--- config.mk ---
export PLATFORM = sky130hd
export DESIGN_NAME = multi_press_button_classifier_unit
export DESIGN_NICKNAME = d
export VERILOG_FILES = /design/src/hw/rtl/mpbc_pkg.sv /design/src/hw/rtl/multi_press_button_classifier_unit.sv
export SDC_FILE = /design/constraint.sdc
export NUM_CORES = 2
export LEC_CHECK = 0
export BUFFER_PORTS_ARGS = -buffer_cell sky130_fd_sc_hd__buf_2
export CORE_AREA = 2 2 395 397
export CTS_BUF_LIST = sky130_fd_sc_hd__clkbuf_4
export CTS_CLUSTER_DIAMETER = 120
export DETAILED_ROUTE_END_ITERATION = 16
export DIE_AREA = 0 0 397 399
export GPL_TIMING_DRIVEN = 0
export PLACE_DENSITY = 0.55
export SYNTH_ARGS = -nofsm -noshare
export SYNTH_HDL_FRONTEND = slang
export SYNTH_SLANG_ARGS = --single-unit
--- constraint.sdc ---
create_clock -name clk -period 11.3 [get_ports clk]
set_input_delay 1.695 -clock clk [delete_from_list [all_inputs] [get_ports clk]]
set_output_delay 1.695 -clock clk [all_outputs]
set_load 0.03 [all_outputs]
--- src/hw/rtl/mpbc_pkg.sv ---
package mpbc_pkg;

    // Fixed shape of the payload and the code table.
    localparam int CODES_PER_BUTTON = 8;
    localparam int ROM_ROWS         = 9;
    localparam int MAX_BUTTONS      = 15;
    localparam int ACT_W            = 4;
    localparam int CNT_W            = 8;
    localparam int CFG_IDX_W        = 3;
    localparam int CFG_DATA_W       = 16;

    // Defaults for the top-level parameters.
    localparam int NUM_BUTTONS_DEF = 9;
    localparam int TIME_BITS_DEF   = 32;

    // Active-button code that means no button owns the request.
    localparam logic [ACT_W-1:0] NONE_ACTIVE = 4'd15;
    localparam logic [CNT_W-1:0] CNT_MAX     = 8'hFF;

    // Columns of the code table.
    localparam logic [2:0] COL_SINGLE    = 3'd0;
    localparam logic [2:0] COL_DOUBLE    = 3'd1;
    localparam logic [2:0] COL_SEXTUPLE  = 3'd5;
    localparam logic [2:0] COL_LONG      = 3'd6;
    localparam logic [2:0] COL_REPEAT    = 3'd7;

    // Configuration register indexes.
    typedef enum logic [CFG_IDX_W-1:0] {
        REG_LONG_PRESS   = 3'd0,
        REG_REPEAT_PRESS = 3'd1,
        REG_DEBOUNCE     = 3'd2,
        REG_DOUBLE_GAP   = 3'd3,
        REG_MULTI_GAP    = 3'd4,
        REG_WAIT_TIMEOUT = 3'd5
    } cfg_reg_t;

    // Reset values of the configuration registers.
    localparam logic [CFG_DATA_W-1:0] LONG_PRESS_RST   = 16'd800;
    localparam logic [CFG_DATA_W-1:0] REPEAT_PRESS_RST = 16'd500;
    localparam logic [CFG_DATA_W-1:0] DEBOUNCE_RST     = 16'd50;
    localparam logic [CFG_DATA_W-1:0] DOUBLE_GAP_RST   = 16'd300;
    localparam logic [CFG_DATA_W-1:0] MULTI_GAP_RST    = 16'd300;
    localparam logic [CFG_DATA_W-1:0] WAIT_TIMEOUT_RST = 16'd5000;

    typedef struct packed {
        logic [7:0]  button_bits;
        logic        moon_pressed;
        logic [31:0] now_ms;
        logic        wait_for_press;
        logic        call_start;
    } poll_t;

    typedef struct packed {
        logic       decided;
        logic [7:0] press_code;
        logic       is_repeat;
    } result_t;

    // Column 0 is single, columns 1 to 5 are double to sextuple, column 6 is
    // long and column 7 is repeat. A zero entry means the press type is unused.
    localparam logic [7:0] CODE_ROM [ROM_ROWS][CODES_PER_BUTTON] = '{
        '{8'd2,  8'd0,  8'd0,  8'd0,  8'd0,  8'd0,  8'd102, 8'd0},
        '{8'd1,  8'd0,  8'd0,  8'd0,  8'd0,  8'd0,  8'd101, 8'd0},
        '{8'd17, 8'd27, 8'd37, 8'd47, 8'd57, 8'd67, 8'd117, 8'd0},
        '{8'd16, 8'd26, 8'd36, 8'd46, 8'd56, 8'd66, 8'd116, 8'd0},
        '{8'd19, 8'd29, 8'd39, 8'd49, 8'd59, 8'd69, 8'd119, 8'd0},
        '{8'd18, 8'd28, 8'd38, 8'd48, 8'd58, 8'd68, 8'd118, 8'd0},
        '{8'd9,  8'd0,  8'd0,  8'd0,  8'd0,  8'd0,  8'd109, 8'd0},
        '{8'd8,  8'd0,  8'd0,  8'd0,  8'd0,  8'd0,  8'd108, 8'd0},
        '{8'd3,  8'd0,  8'd0,  8'd0,  8'd0,  8'd0,  8'd103, 8'd0}
    };

    // Rows past the table belong to buttons without a code and read as zero.
    function automatic logic [7:0] rom_code(input logic [ACT_W-1:0] row,
                                            input logic [2:0] col);
        logic [7:0] code;
        code = 8'd0;
        if (int'(row) < ROM_ROWS) begin
            code = CODE_ROM[row][col];
        end
        return code;
    endfunction

    function automatic logic btn_long(input logic [ACT_W-1:0] row);
        return rom_code(row, COL_LONG) != 8'd0;
    endfunction

    function automatic logic btn_multi(input logic [ACT_W-1:0] row);
        return rom_code(row, COL_DOUBLE) != 8'd0;
    endfunction

    function automatic logic btn_repeat(input logic [ACT_W-1:0] row);
        return (rom_code(row, COL_REPEAT) != 8'd0) && !btn_long(row);
    endfunction

    function automatic logic btn_single(input logic [ACT_W-1:0] row);
        return (rom_code(row, COL_SINGLE) != 8'd0) && !btn_repeat(row)
            && !btn_long(row) && !btn_multi(row);
    endfunction

endpackage

--- src/hw/rtl/multi_press_button_classifier_unit.sv ---
// Multi-press button classifier.
// Each transfer on the poll channel carries one sample of the button levels
// (eight buttons plus the sleep button), a millisecond timestamp and two
// request flags. For every poll the block returns exactly one transfer on the
// result channel: decided, the press code and the repeat flag.
// A poll is registered in an input stage; the priority scan over all buttons
// then runs on it in one pass of logic, and as the output register frees up
// the per-button state is updated and the result is loaded into that register.
// When the result channel does not stall, a poll can be taken on every cycle,
// set by the single scan between input and output registers.
// When the result channel is stalled the output register holds its result,
// the input stage keeps one more poll and then poll_stall is raised until the
// result is taken. No poll is lost or duplicated.
// Reset clears all per-button state, sets no active button and loads the
// timing registers with their default values. The timing registers are
// written through the cfg port, one 16-bit register per write; the user must
// write them only while the block is idle, which the block does not enforce.
module multi_press_button_classifier_unit #(
    parameter int NUM_BUTTONS = mpbc_pkg::NUM_BUTTONS_DEF,
    parameter int TIME_BITS   = mpbc_pkg::TIME_BITS_DEF
) (
    input  logic                                clk,
    input  logic                                rst_n,
    input  logic                                poll_valid,
    output logic                                poll_stall,
    input  mpbc_pkg::poll_t                     poll,
    output logic                                result_valid,
    input  logic                                result_stall,
    output mpbc_pkg::result_t                   result,
    input  logic                                cfg_we,
    input  logic [mpbc_pkg::CFG_IDX_W-1:0]      cfg_index,
    input  logic [mpbc_pkg::CFG_DATA_W-1:0]     cfg_data
);

    localparam int ACT_W = mpbc_pkg::ACT_W;
    localparam int CNT_W = mpbc_pkg::CNT_W;

    typedef logic [TIME_BITS-1:0] stamp_t;
    typedef logic [ACT_W-1:0]     act_t;
    typedef logic [CNT_W-1:0]     cnt_t;

    // Timing registers.
    logic [mpbc_pkg::CFG_DATA_W-1:0] long_press_reg;
    logic [mpbc_pkg::CFG_DATA_W-1:0] repeat_press_reg;
    logic [mpbc_pkg::CFG_DATA_W-1:0] debounce_reg;
    logic [mpbc_pkg::CFG_DATA_W-1:0] double_gap_reg;
    logic [mpbc_pkg::CFG_DATA_W-1:0] multi_gap_reg;
    logic [mpbc_pkg::CFG_DATA_W-1:0] wait_timeout_reg;

    // Pipeline registers.
    logic                 stage_valid_reg;
    logic                 stage_valid_next;
    mpbc_pkg::poll_t      stage_reg;
    logic                 result_valid_reg;
    logic                 result_valid_next;
    mpbc_pkg::result_t    result_reg;
    mpbc_pkg::result_t    result_next;

    // Per-button state.
    cnt_t                   click_count_reg [NUM_BUTTONS];
    cnt_t                   click_count_next [NUM_BUTTONS];
    stamp_t                 press_start_reg [NUM_BUTTONS];
    stamp_t                 press_start_next [NUM_BUTTONS];
    stamp_t                 last_edge_reg [NUM_BUTTONS];
    stamp_t                 last_edge_next [NUM_BUTTONS];
    logic [NUM_BUTTONS-1:0] held_reg;
    logic [NUM_BUTTONS-1:0] held_next;
    logic [NUM_BUTTONS-1:0] long_fired_reg;
    logic [NUM_BUTTONS-1:0] long_fired_next;
    logic [NUM_BUTTONS-1:0] repeat_fired_reg;
    logic [NUM_BUTTONS-1:0] repeat_fired_next;
    act_t                   active_reg;
    act_t                   active_next;
    stamp_t                 req_start_reg;
    stamp_t                 req_start_next;

    logic poll_take;
    logic advance;

    stamp_t                            now_t;
    act_t                              act_start;
    logic                              timeout_hit;
    logic [mpbc_pkg::MAX_BUTTONS-1:0]  level_all;
    logic [NUM_BUTTONS-1:0]            pressed;
    logic [NUM_BUTTONS-1:0]            long_hit;
    logic [NUM_BUTTONS-1:0]            repeat_hit;
    logic [NUM_BUTTONS-1:0]            debounce_hit;
    logic [NUM_BUTTONS-1:0]            gap_one_hit;
    logic [NUM_BUTTONS-1:0]            gap_multi_hit;

    // Handshake. The scan result moves to the output register whenever that
    // register is empty or its result is being taken this cycle.
    assign advance    = stage_valid_reg && (!result_valid_reg || !result_stall);
    assign poll_stall = stage_valid_reg && result_valid_reg && result_stall;
    assign poll_take  = poll_valid && !poll_stall;

    assign result_valid = result_valid_reg;
    assign result       = result_reg;

    always_comb
    begin
        stage_valid_next = stage_valid_reg;
        if (poll_take) begin
            stage_valid_next = 1'b1;
        end else if (advance) begin
            stage_valid_next = 1'b0;
        end
        result_valid_next = advance || (result_valid_reg && result_stall);
    end

    // Poll decoding. Buttons past the sleep button have no input and read
    // as released.
    assign now_t     = stamp_t'(stage_reg.now_ms);
    assign level_all = mpbc_pkg::MAX_BUTTONS'({stage_reg.moon_pressed,
                                               stage_reg.button_bits});
    assign pressed   = level_all[NUM_BUTTONS-1:0];

    // A call start latches the request time before the timeout is checked.
    assign req_start_next = stage_reg.call_start ? now_t : req_start_reg;
    assign act_start      = (active_reg < act_t'(NUM_BUTTONS)) ? active_reg
                                                               : mpbc_pkg::NONE_ACTIVE;
    assign timeout_hit    = stage_reg.wait_for_press
                         && (act_start == mpbc_pkg::NONE_ACTIVE)
                         && ((now_t - req_start_next) >= stamp_t'(wait_timeout_reg));

    // Time comparisons for every button, independent of the scan order.
    always_comb
    begin
        stamp_t dur;
        stamp_t gap;
        for (int i = 0; i < NUM_BUTTONS; i++) begin
            dur              = now_t - press_start_reg[i];
            gap              = now_t - last_edge_reg[i];
            long_hit[i]      = dur >= stamp_t'(long_press_reg);
            repeat_hit[i]    = dur >= stamp_t'(repeat_press_reg);
            debounce_hit[i]  = dur > stamp_t'(debounce_reg);
            gap_one_hit[i]   = gap > stamp_t'(double_gap_reg);
            gap_multi_hit[i] = gap > stamp_t'(multi_gap_reg);
        end
    end

    // Priority scan. Buttons are visited in index order and the first rule
    // that decides the poll stops the scan; later buttons keep their state.
    // Only the active-button code, the decision flag and the click counts cleared
    // by a new press ripple from one button to the next.
    always_comb
    begin
        act_t       act;
        logic       done;
        logic       p;
        logic       h;
        act_t       row;
        logic [2:0] col;
        logic [7:0] code;
        logic       rep;

        click_count_next  = click_count_reg;
        press_start_next  = press_start_reg;
        last_edge_next    = last_edge_reg;
        held_next         = held_reg;
        long_fired_next   = long_fired_reg;
        repeat_fired_next = repeat_fired_reg;
        act  = act_start;
        done = timeout_hit;
        code = 8'd0;
        rep  = 1'b0;
        p    = 1'b0;
        h    = 1'b0;
        row  = '0;
        col  = mpbc_pkg::COL_SINGLE;

        for (int j = 0; j < NUM_BUTTONS; j++) begin
            if (!done) begin
                p   = pressed[j];
                h   = held_reg[j];
                row = act_t'(j);
                if (!p && !h && act == row && click_count_next[j] == '0) begin
                    // The active button was released without a click.
                    act  = mpbc_pkg::NONE_ACTIVE;
                    done = 1'b1;
                end else if (!p && !h && act == mpbc_pkg::NONE_ACTIVE
                             && j == NUM_BUTTONS - 1 && !stage_reg.wait_for_press) begin
                    done = 1'b1;
                end else if (p && !h) begin
                    // A new press takes over and drops the clicks of the
                    // button that was active before.
                    for (int k = 0; k < NUM_BUTTONS; k++) begin
                        if (act != row && act == act_t'(k)) begin
                            click_count_next[k] = '0;
                        end
                    end
                    press_start_next[j] = now_t;
                    last_edge_next[j]   = now_t;
                    act                 = row;
                    if (mpbc_pkg::btn_single(row)) begin
                        code = mpbc_pkg::rom_code(row, mpbc_pkg::COL_SINGLE);
                        done = 1'b1;
                    end else if (!mpbc_pkg::btn_multi(row) && !mpbc_pkg::btn_long(row)
                                 && !mpbc_pkg::btn_repeat(row)) begin
                        done = 1'b1;
                    end else begin
                        held_next[j] = 1'b1;
                    end
                end else if (p && h && mpbc_pkg::btn_long(row)) begin
                    if (long_hit[j]) begin
                        long_fired_next[j] = 1'b1;
                        code = mpbc_pkg::rom_code(row, mpbc_pkg::COL_LONG);
                        done = 1'b1;
                    end
                end else if (p && h && mpbc_pkg::btn_repeat(row)) begin
                    if (repeat_hit[j]) begin
                        repeat_fired_next[j] = 1'b1;
                        code = mpbc_pkg::rom_code(row, mpbc_pkg::COL_REPEAT);
                        rep  = 1'b1;
                        done = 1'b1;
                    end
                end else if (!p && h && (long_fired_reg[j] || repeat_fired_reg[j])) begin
                    held_next[j]         = 1'b0;
                    long_fired_next[j]   = 1'b0;
                    repeat_fired_next[j] = 1'b0;
                    code = mpbc_pkg::rom_code(row, mpbc_pkg::COL_SINGLE);
                    done = 1'b1;
                end else if (!p && h && !mpbc_pkg::btn_multi(row)) begin
                    held_next[j] = 1'b0;
                    code = mpbc_pkg::rom_code(row, mpbc_pkg::COL_SINGLE);
                    done = 1'b1;
                end else if (!p && h) begin
                    // Release of a multi-press button counts a click. The gap
                    // starts now, so this button cannot decide by count in this poll.
                    held_next[j] = 1'b0;
                    if (debounce_hit[j] && click_count_next[j] != mpbc_pkg::CNT_MAX) begin
                        click_count_next[j] = click_count_next[j] + cnt_t'(1);
                    end
                    last_edge_next[j] = now_t;
                end else if (!p && !h && click_count_next[j] != '0
                             && mpbc_pkg::btn_multi(row)) begin
                    // Quiet gap after clicks decides by count; more than six
                    // clicks give the sextuple code.
                    if (click_count_next[j] == cnt_t'(1) && gap_one_hit[j]) begin
                        click_count_next[j] = '0;
                        code = mpbc_pkg::rom_code(row, mpbc_pkg::COL_SINGLE);
                        done = 1'b1;
                    end else if (click_count_next[j] >= cnt_t'(2) && gap_multi_hit[j]) begin
                        col = (click_count_next[j] > cnt_t'(6))
                            ? mpbc_pkg::COL_SEXTUPLE
                            : 3'(click_count_next[j] - cnt_t'(1));
                        click_count_next[j] = '0;
                        code = mpbc_pkg::rom_code(row, col);
                        done = 1'b1;
                    end
                end
            end
        end

        active_next            = act;
        result_next.decided    = done;
        result_next.press_code = code;
        result_next.is_repeat  = rep;
    end

    // Configuration writes.
    always_ff @(posedge clk or negedge rst_n)
    begin
        if (!rst_n) begin
            long_press_reg   <= mpbc_pkg::LONG_PRESS_RST;
            repeat_press_reg <= mpbc_pkg::REPEAT_PRESS_RST;
            debounce_reg     <= mpbc_pkg::DEBOUNCE_RST;
            double_gap_reg   <= mpbc_pkg::DOUBLE_GAP_RST;
            multi_gap_reg    <= mpbc_pkg::MULTI_GAP_RST;
            wait_timeout_reg <= mpbc_pkg::WAIT_TIMEOUT_RST;
        end else if (cfg_we) begin
            case (cfg_index)
                mpbc_pkg::REG_LONG_PRESS:   long_press_reg   <= cfg_data;
                mpbc_pkg::REG_REPEAT_PRESS: repeat_press_reg <= cfg_data;
                mpbc_pkg::REG_DEBOUNCE:     debounce_reg     <= cfg_data;
                mpbc_pkg::REG_DOUBLE_GAP:   double_gap_reg   <= cfg_data;
                mpbc_pkg::REG_MULTI_GAP:    multi_gap_reg    <= cfg_data;
                mpbc_pkg::REG_WAIT_TIMEOUT: wait_timeout_reg <= cfg_data;
                default: ;
            endcase
        end
    end

    // Control and button state.
    always_ff @(posedge clk or negedge rst_n)
    begin
        if (!rst_n) begin
            stage_valid_reg  <= 1'b0;
            result_valid_reg <= 1'b0;
            held_reg         <= '0;
            long_fired_reg   <= '0;
            repeat_fired_reg <= '0;
            active_reg       <= mpbc_pkg::NONE_ACTIVE;
            req_start_reg    <= '0;
            for (int i = 0; i < NUM_BUTTONS; i++) begin
                click_count_reg[i] <= '0;
                press_start_reg[i] <= '0;
                last_edge_reg[i]   <= '0;
            end
        end else begin
            stage_valid_reg  <= stage_valid_next;
            result_valid_reg <= result_valid_next;
            if (advance) begin
                held_reg         <= held_next;
                long_fired_reg   <= long_fired_next;
                repeat_fired_reg <= repeat_fired_next;
                active_reg       <= active_next;
                req_start_reg    <= req_start_next;
                click_count_reg  <= click_count_next;
                press_start_reg  <= press_start_next;
                last_edge_reg    <= last_edge_next;
            end
        end
    end

    // Payload registers.
    always_ff @(posedge clk)
    begin
        if (poll_take) begin
            stage_reg <= poll;
        end
        if (advance) begin
            result_reg <= result_next;
        end
    end

    // Every poll that leaves the input stage shows up as a result.
    assert property (@(posedge clk) disable iff (!rst_n)
        advance |=> result_valid_reg)
        else $error("scanned poll did not reach the output register");

    // Long and repeat flags only live while their button is held.
    assert property (@(posedge clk) disable iff (!rst_n)
        ((long_fired_reg | repeat_fired_reg) & ~held_reg) == '0)
        else $error("fired flag set on a released button");

    // A repeat code is always a decision.
    assert property (@(posedge clk) disable iff (!rst_n)
        result_valid_reg && result_reg.is_repeat |-> result_reg.decided)
        else $error("repeat flag without a decision");

    // The active button is a real button or none.
    assert property (@(posedge clk) disable iff (!rst_n)
        (active_reg == mpbc_pkg::NONE_ACTIVE) || (active_reg < act_t'(NUM_BUTTONS)))
        else $error("active button out of range");

endmodule

Word-level counts from Yosys, hierarchy flattened
Memory sizes are Yosys's and may differ from the RTL's. Index checks and enable logic that the tools add are counted.

Register bits after elaboration: 862. Memory bits (read-only): 576. Logic and storage cells: 2216. Input bits: 67. Memories: 9.

Bitwise logic cells: 46. Order comparisons: 74. Mux-type cells: 1174. Reduce and logical (&&, ||, !) cells: 618. $add $sub $neg: 37. Eq/ne operators: 186.

Memories: (no name shown) (words 8, bits a word 8, read ports 1, clocked after Yosys merged registers in 0, wr ports 0, RTL line mpbc_pkg.sv:79) `code = CODE_ROM[row][col];`; (no name shown) (words 8, bits a word 8, read ports 1, clocked after Yosys merged registers in 0, wr ports 0, RTL line mpbc_pkg.sv:79); (no name shown) (words 8, bits a word 8, read ports 1, clocked after Yosys merged registers in 0, wr ports 0, RTL line mpbc_pkg.sv:79); (no name shown) (words 8, bits a word 8, read ports 1, clocked after Yosys merged registers in 0, wr ports 0, RTL line mpbc_pkg.sv:79); (no name shown) (words 8, bits a word 8, read ports 1, clocked after Yosys merged registers in 0, wr ports 0, RTL line mpbc_pkg.sv:79); (no name shown) (words 8, bits a word 8, read ports 1, clocked after Yosys merged registers in 0, wr ports 0, RTL line mpbc_pkg.sv:79); +3 memories.

Operators with widths (number): 8-bit 2-to-1 mux (731); 32-bit 2-to-1 mux (57); 72-bit 2-to-1 mux (19); 32-bit by 16-bit > comparator with 1-bit output (27); 8-bit nonzero test (107); 32-bit by 16-bit >= comparator with 1-bit output (19); 32-bit subtractor (19); 1-bit 2-to-1 mux (315); 1-bit logical AND (297); 2-bit inequality test (second input constant) (81); 4-bit by 3-bit == test with 1-bit output (second input constant) (36); 8-bit AND reduction (18); 64-bit 2-to-1 mux (2); 4-bit 2-to-1 mux (29); 56-bit 2-to-1 mux (2); 7-bit AND reduction (16); 48-bit 2-to-1 mux (2); 1-bit logical NOT (94); 40-bit 2-to-1 mux (2); 8-bit by 1-bit adder with 8-bit output (second input constant) (9); 4-bit by 2-bit == test with 1-bit output (second input constant) (18); 8-bit by 1-bit == test with 1-bit output (second input constant) (9); 8-bit by 2-bit >= comparator with 1-bit output (second input constant) (9); 8-bit by 3-bit > comparator with 1-bit output (second input constant) (9); 31 further kinds (208).

Longest topological paths before layout
Word-level depth: 367. Depth in mapped cells: 50. Mapped depth without buffers: 47.

Least setup slack after synthesis
No wires, ideal clock.

Path kind: reg2reg. From: register stage_reg (netlist bit now_t[1]). To: register result_reg (netlist bit result[4]), data pin. Cell stages (with the launch flop): 45. Required time: 11041 ps. Arrival time: 10833 ps. Path slack: 208 ps. Library setup time: 259 ps. Path through: edfxtp_1 clkinv_1 fa_1 nand2b_1 a21oi_1 o2111ai_1 a21oi_1 nor2_1 xnor2_1 ha_1 a211o_1 o211ai_1 o311ai_0 a2111oi_0 o2111ai_1 a2111oi_0 and4_1 nand4_1 (+9 left out) nor3b_1 o41ai_4 and3_1 nor2_1 clkbuf_1 nand2_1 ha_1 and3_1 nand3_1 a2111oi_2 nor3_2 a21bo_2 nor4b_4 nor2_1 nor4bb_1 a211oi_4 or4b_1 o31a_1.

RTL lines: from (decl) (RTL line multi_press_button_classifier_unit.sv:53) `mpbc_pkg::poll_t stage_reg;`; from (signal assigned) (RTL line multi_press_button_classifier_unit.sv:320) `stage_reg <= poll;`; to (signal assigned) (RTL line multi_press_button_classifier_unit.sv:323) `result_reg <= result_next;`; to (decl) (RTL line multi_press_button_classifier_unit.sv:56) `mpbc_pkg::result_t result_reg;`.

==> results.py <==
metrics = {
    "logic_synthesis": {
        "synth_seq_cells": 670,
        "yosysMostFrequentCell": "sky130_fd_sc_hd__ha_1",
        "synth_edf_count": 51,
        "synthesis.area_per_instance_sq_um": 8.42,
        "post_synth_instance_area_sq_mm": 0.0627,
        "synth.yosys.warnings": 0,
        "synth_cell_type_count": 114,
        "async_reset_ff_share_pct": 92.4,
        "synthFlopType": "sky130_fd_sc_hd__dfrtp_1",
        "synth.top_cell.area_share_pct": 23.8,
        "synthesis.instances": 7448,
        "yosysSeqAreaShare_pct": 27.2,
        "synth.area.top_cells": "sky130_fd_sc_hd__dfrtp_1, sky130_fd_sc_hd__ha_1, sky130_fd_sc_hd__o21ai_0",
        "synthTopCellsByCount": "sky130_fd_sc_hd__ha_1, sky130_fd_sc_hd__inv_1, sky130_fd_sc_hd__nand2_1",
        "synth_largest_area_cell": "sky130_fd_sc_hd__dfrtp_1",
    },
    "final_layout": {
        "fillers": 15200,
        "final_util_pct": 46.4,
        "fin_nets": 8831,
        "drive_above_1_share_pct": 13.6,
        "syn_to_final_growth_pct": 13.6,
        "multi_input_area_sq_mm": 0.0429,
        "flip_flop_count_of_the_largest_register_all_copies_and_words_added": 288,
        "area.sequential_sq_mm": 0.0171,
    },
    "floorplan": {
        "fp.dieW_microns": 397,
        "floorplan.die.height_microns": 399,
        "io_count": 79,
        "initial_utilization_pct": 40.8,
        "core_area_sq_mm": 0.154,
        "die_area_sq_mm": 0.158,
        "fp-row-count": 144,
    },
    "grt": {
        "grt_antenna_before_repair": 9,
        "globalRouteOverflowTotal": 0,
        "first_global_vias": 54700,
        "groute.usage.overall_pct": 29.0,
        "grt_pass1_wl_microns": 347000,
        "grt_max_degree": 109,
    },
    "worst_setup_path": {
        "cp.arrival_ns": 12.07,
        "worst-setup-path-type": "flop to flop",
        "reg2reg_from": "now_t[0]",
        "cp_data_required_time_ns": 12.26,
        "critical_path.reg2reg.endpoint": "result[4]",
        "crit_path_frequent_cell": "sky130_fd_sc_hd__buf_4",
        "worstPathMaxFanout": 6,
        "worstSetupEndpointType": "flop",
        "ff2ff_path_depth": 50,
        "critPathSlowestCell": "sky130_fd_sc_hd__or4b_4",
        "r2r_slack_ns": 0.19,
        "slowest_delay_ns": 0.56,
        "critical_path.startpoint_type": "flop",
    },
    "clocking": {
        "clock_tree_from_tritoncts": "done",
        "h-tree-depth": 4,
        "clk_root_buffer_cell": "sky130_fd_sc_hd__clkbuf_4",
        "clk_transition_reported_paths_ns": 0.07,
        "worstSkewPairLatency_ns": 1.31,
        "clk_path_buf_depth": 3,
        "clock_sink_count": 670,
        "cts_buffers": 203,
    },
    "timing": {
        "finalHoldViolCount": 0,
        "final_max_slew_viol_count": 10,
        "max_slew_headroom_at_the_worst_pin_pct": -3.59,
        "finalWorstPathRequiredPeriod_ns": 11.11,
        "setup_viol_count_final": 0,
        "tightest_slew_ns": 1.55,
        "hold_slack_ns": 0.403,
        "clock-skew-final_ns": 0.0939,
        "fmaxAchievable_mhz": 90.0,
        "final_min_period_over_clock_period_pct": 98.4,
        "totalNegativeSetupSlack_ns": 0,
    },
    "detailed_routing": {
        "drt-initial-drc-count": 5145,
        "antenna_left": 0,
        "wl_per_cell_microns": 23.1,
        "pre_antenna_drt_iters": 6,
        "vias_per_cell": 5.82,
        "num_vias": 58800,
        "wl_microns": 234000,
        "drcViolationCount": 0,
    },
    "power_and_ir_drop": {
        "leakagePower_nw": 32.6,
        "power.share.combinational_pct": 70.3,
        "p_sw_share_pct": 50.3,
        "power.density_cell_area_mw_per_mm2": 292,
        "p_switching_w": 0.0105,
        "ir_drop_mv": 0.129,
        "power_report.internal_total_w": 0.0104,
        "seq_power_share_pct": 17.8,
        "clkPwrFrac_pct": 11.9,
    },
    "min_path": {
        "timing.hold.worst.class": "input port to asynchronous set/reset pin",
    },
    "placed_design": {
        "buffer_ports.inserted": 76,
        "post-dp-hpwl_microns": 175000,
        "place.gp.congestion": 0.956,
    },
    "outcome": {
        "run_status": "complete, but fails checks",
        "violations": "capacitance limit, slew limit",
    },
    "run": {
        "drv.max_cap_violation_count": 1,
    },
}
[through the flow]
stage	instance area (sq um)	instances	power [W]	worst slack, ns
2_1_floorplan	62700	7449	0.0138	0.208
5_1_grt	71300	10100	0.0228	-0.0210
4_1_cts	70700	10100	0.0205	0.0116
3_3_place_gp	65700	9569	0.0173	-6.15
3_5_place_dp	67000	9622	0.0176	-4.03
6_report	71300	10100	0.0208	0.186
[power by group through the flow]
stage / clock [W] / combinational (W) / sequential, W
global placement: 0 / 0.0135 / 0.00381
detailed placement: 0 / 0.0138 / 0.00377
global route: 0.00268 / 0.0163 / 0.00381
floorplan: 0 / 0.0101 / 0.00367
CTS: 0.00256 / 0.0143 / 0.00370
finish: 0.00248 / 0.0146 / 0.00371
[critical path, delay by kind of cell, from the launching register on]
kind | cells | cell delay, ns
AOI/OAI and AO/OA | 23 | 3.98
and+or+nand+nor | 13 | 3.55
adders and majority gates | 5 | 1.33
buffers and inverters | 8 | 1.19
DFF | 1 | 0.52
xor gates and xnor gates | 1 | 0.15
[area by class of cell]
cell class | instances | share of cell area, %
multi-input combinational | 5863 | 60.3
sequential | 670 | 23.9
inverter | 709 | 3.74
tap | 2044 | 3.59
timing repair buffer | 239 | 3.59
clock buffer | 301 | 3.17
buffer | 205 | 1.21
clock inverter | 68 | 0.476
antenna | 9 | 0.0316
timing repair inverter | 1 | 0.00702
[kinds of logic after synthesis]
family,share of synthesized area (%)
compound gates,22.4
simple gates,17.2
buf+inv,5.56
fa+ha+maj,17.6
flops,27.2
mux,6.70
xor+xnor,3.41
other cells,0.00598
[cell usage in the layout, fill, tap and decap left out, types with 133 or more instances in the layout]
cell	netlist	final
sky130_fd_sc_hd__clkbuf_4	0	301
sky130_fd_sc_hd__mux2_2	268	268
sky130_fd_sc_hd__o21ai_0	631	622
sky130_fd_sc_hd__ha_1	858	853
sky130_fd_sc_hd__xnor2_1	168	168
sky130_fd_sc_hd__inv_1	707	702
sky130_fd_sc_hd__nand3_1	159	157
sky130_fd_sc_hd__a21o_1	201	200
sky130_fd_sc_hd__nor2_1	489	481
sky130_fd_sc_hd__nor3_1	136	133
sky130_fd_sc_hd__nand2b_1	135	134
sky130_fd_sc_hd__a21oi_1	501	488
sky130_fd_sc_hd__dfrtp_1	596	596
sky130_fd_sc_hd__clkbuf_1	180	168
sky130_fd_sc_hd__nand2_1	649	640
[worst max path at each step]
stage / start / end / cells past startpoint
CTS: now_t[0] / result[7] / 52
global placement: now_t[1] / press_start_reg[33] / 44
global route: now_t[0] / result[4] / 51
finish: now_t[0] / result[4] / 50
detailed placement: now_t[0] / click_count_reg[52] / 49
floorplan: now_t[1] / result[4] / 44
[repair_timing]
| action | CTS | global route |
|---|---|---|
| setup endpoints to repair | 321 | 217 |
| buffers inserted | 87 | 23 |
| pin swaps | 35 | 38 |
| cloned | 1 | 0 |
| resized for setup | 102 | 76 |
| hold buffers | 0 | 0 |
[routing by layer]
metal  up-vias  global-route usage [%]  wire (microns)
met2      1906                    43.6          100000
met4         2                    10.8            8600
li1      28100                       -               -
met1     28500                    41.5          110000
met3       360                    4.70           15300
met5         -                       0              13
(Power assumes the default switching activity.)
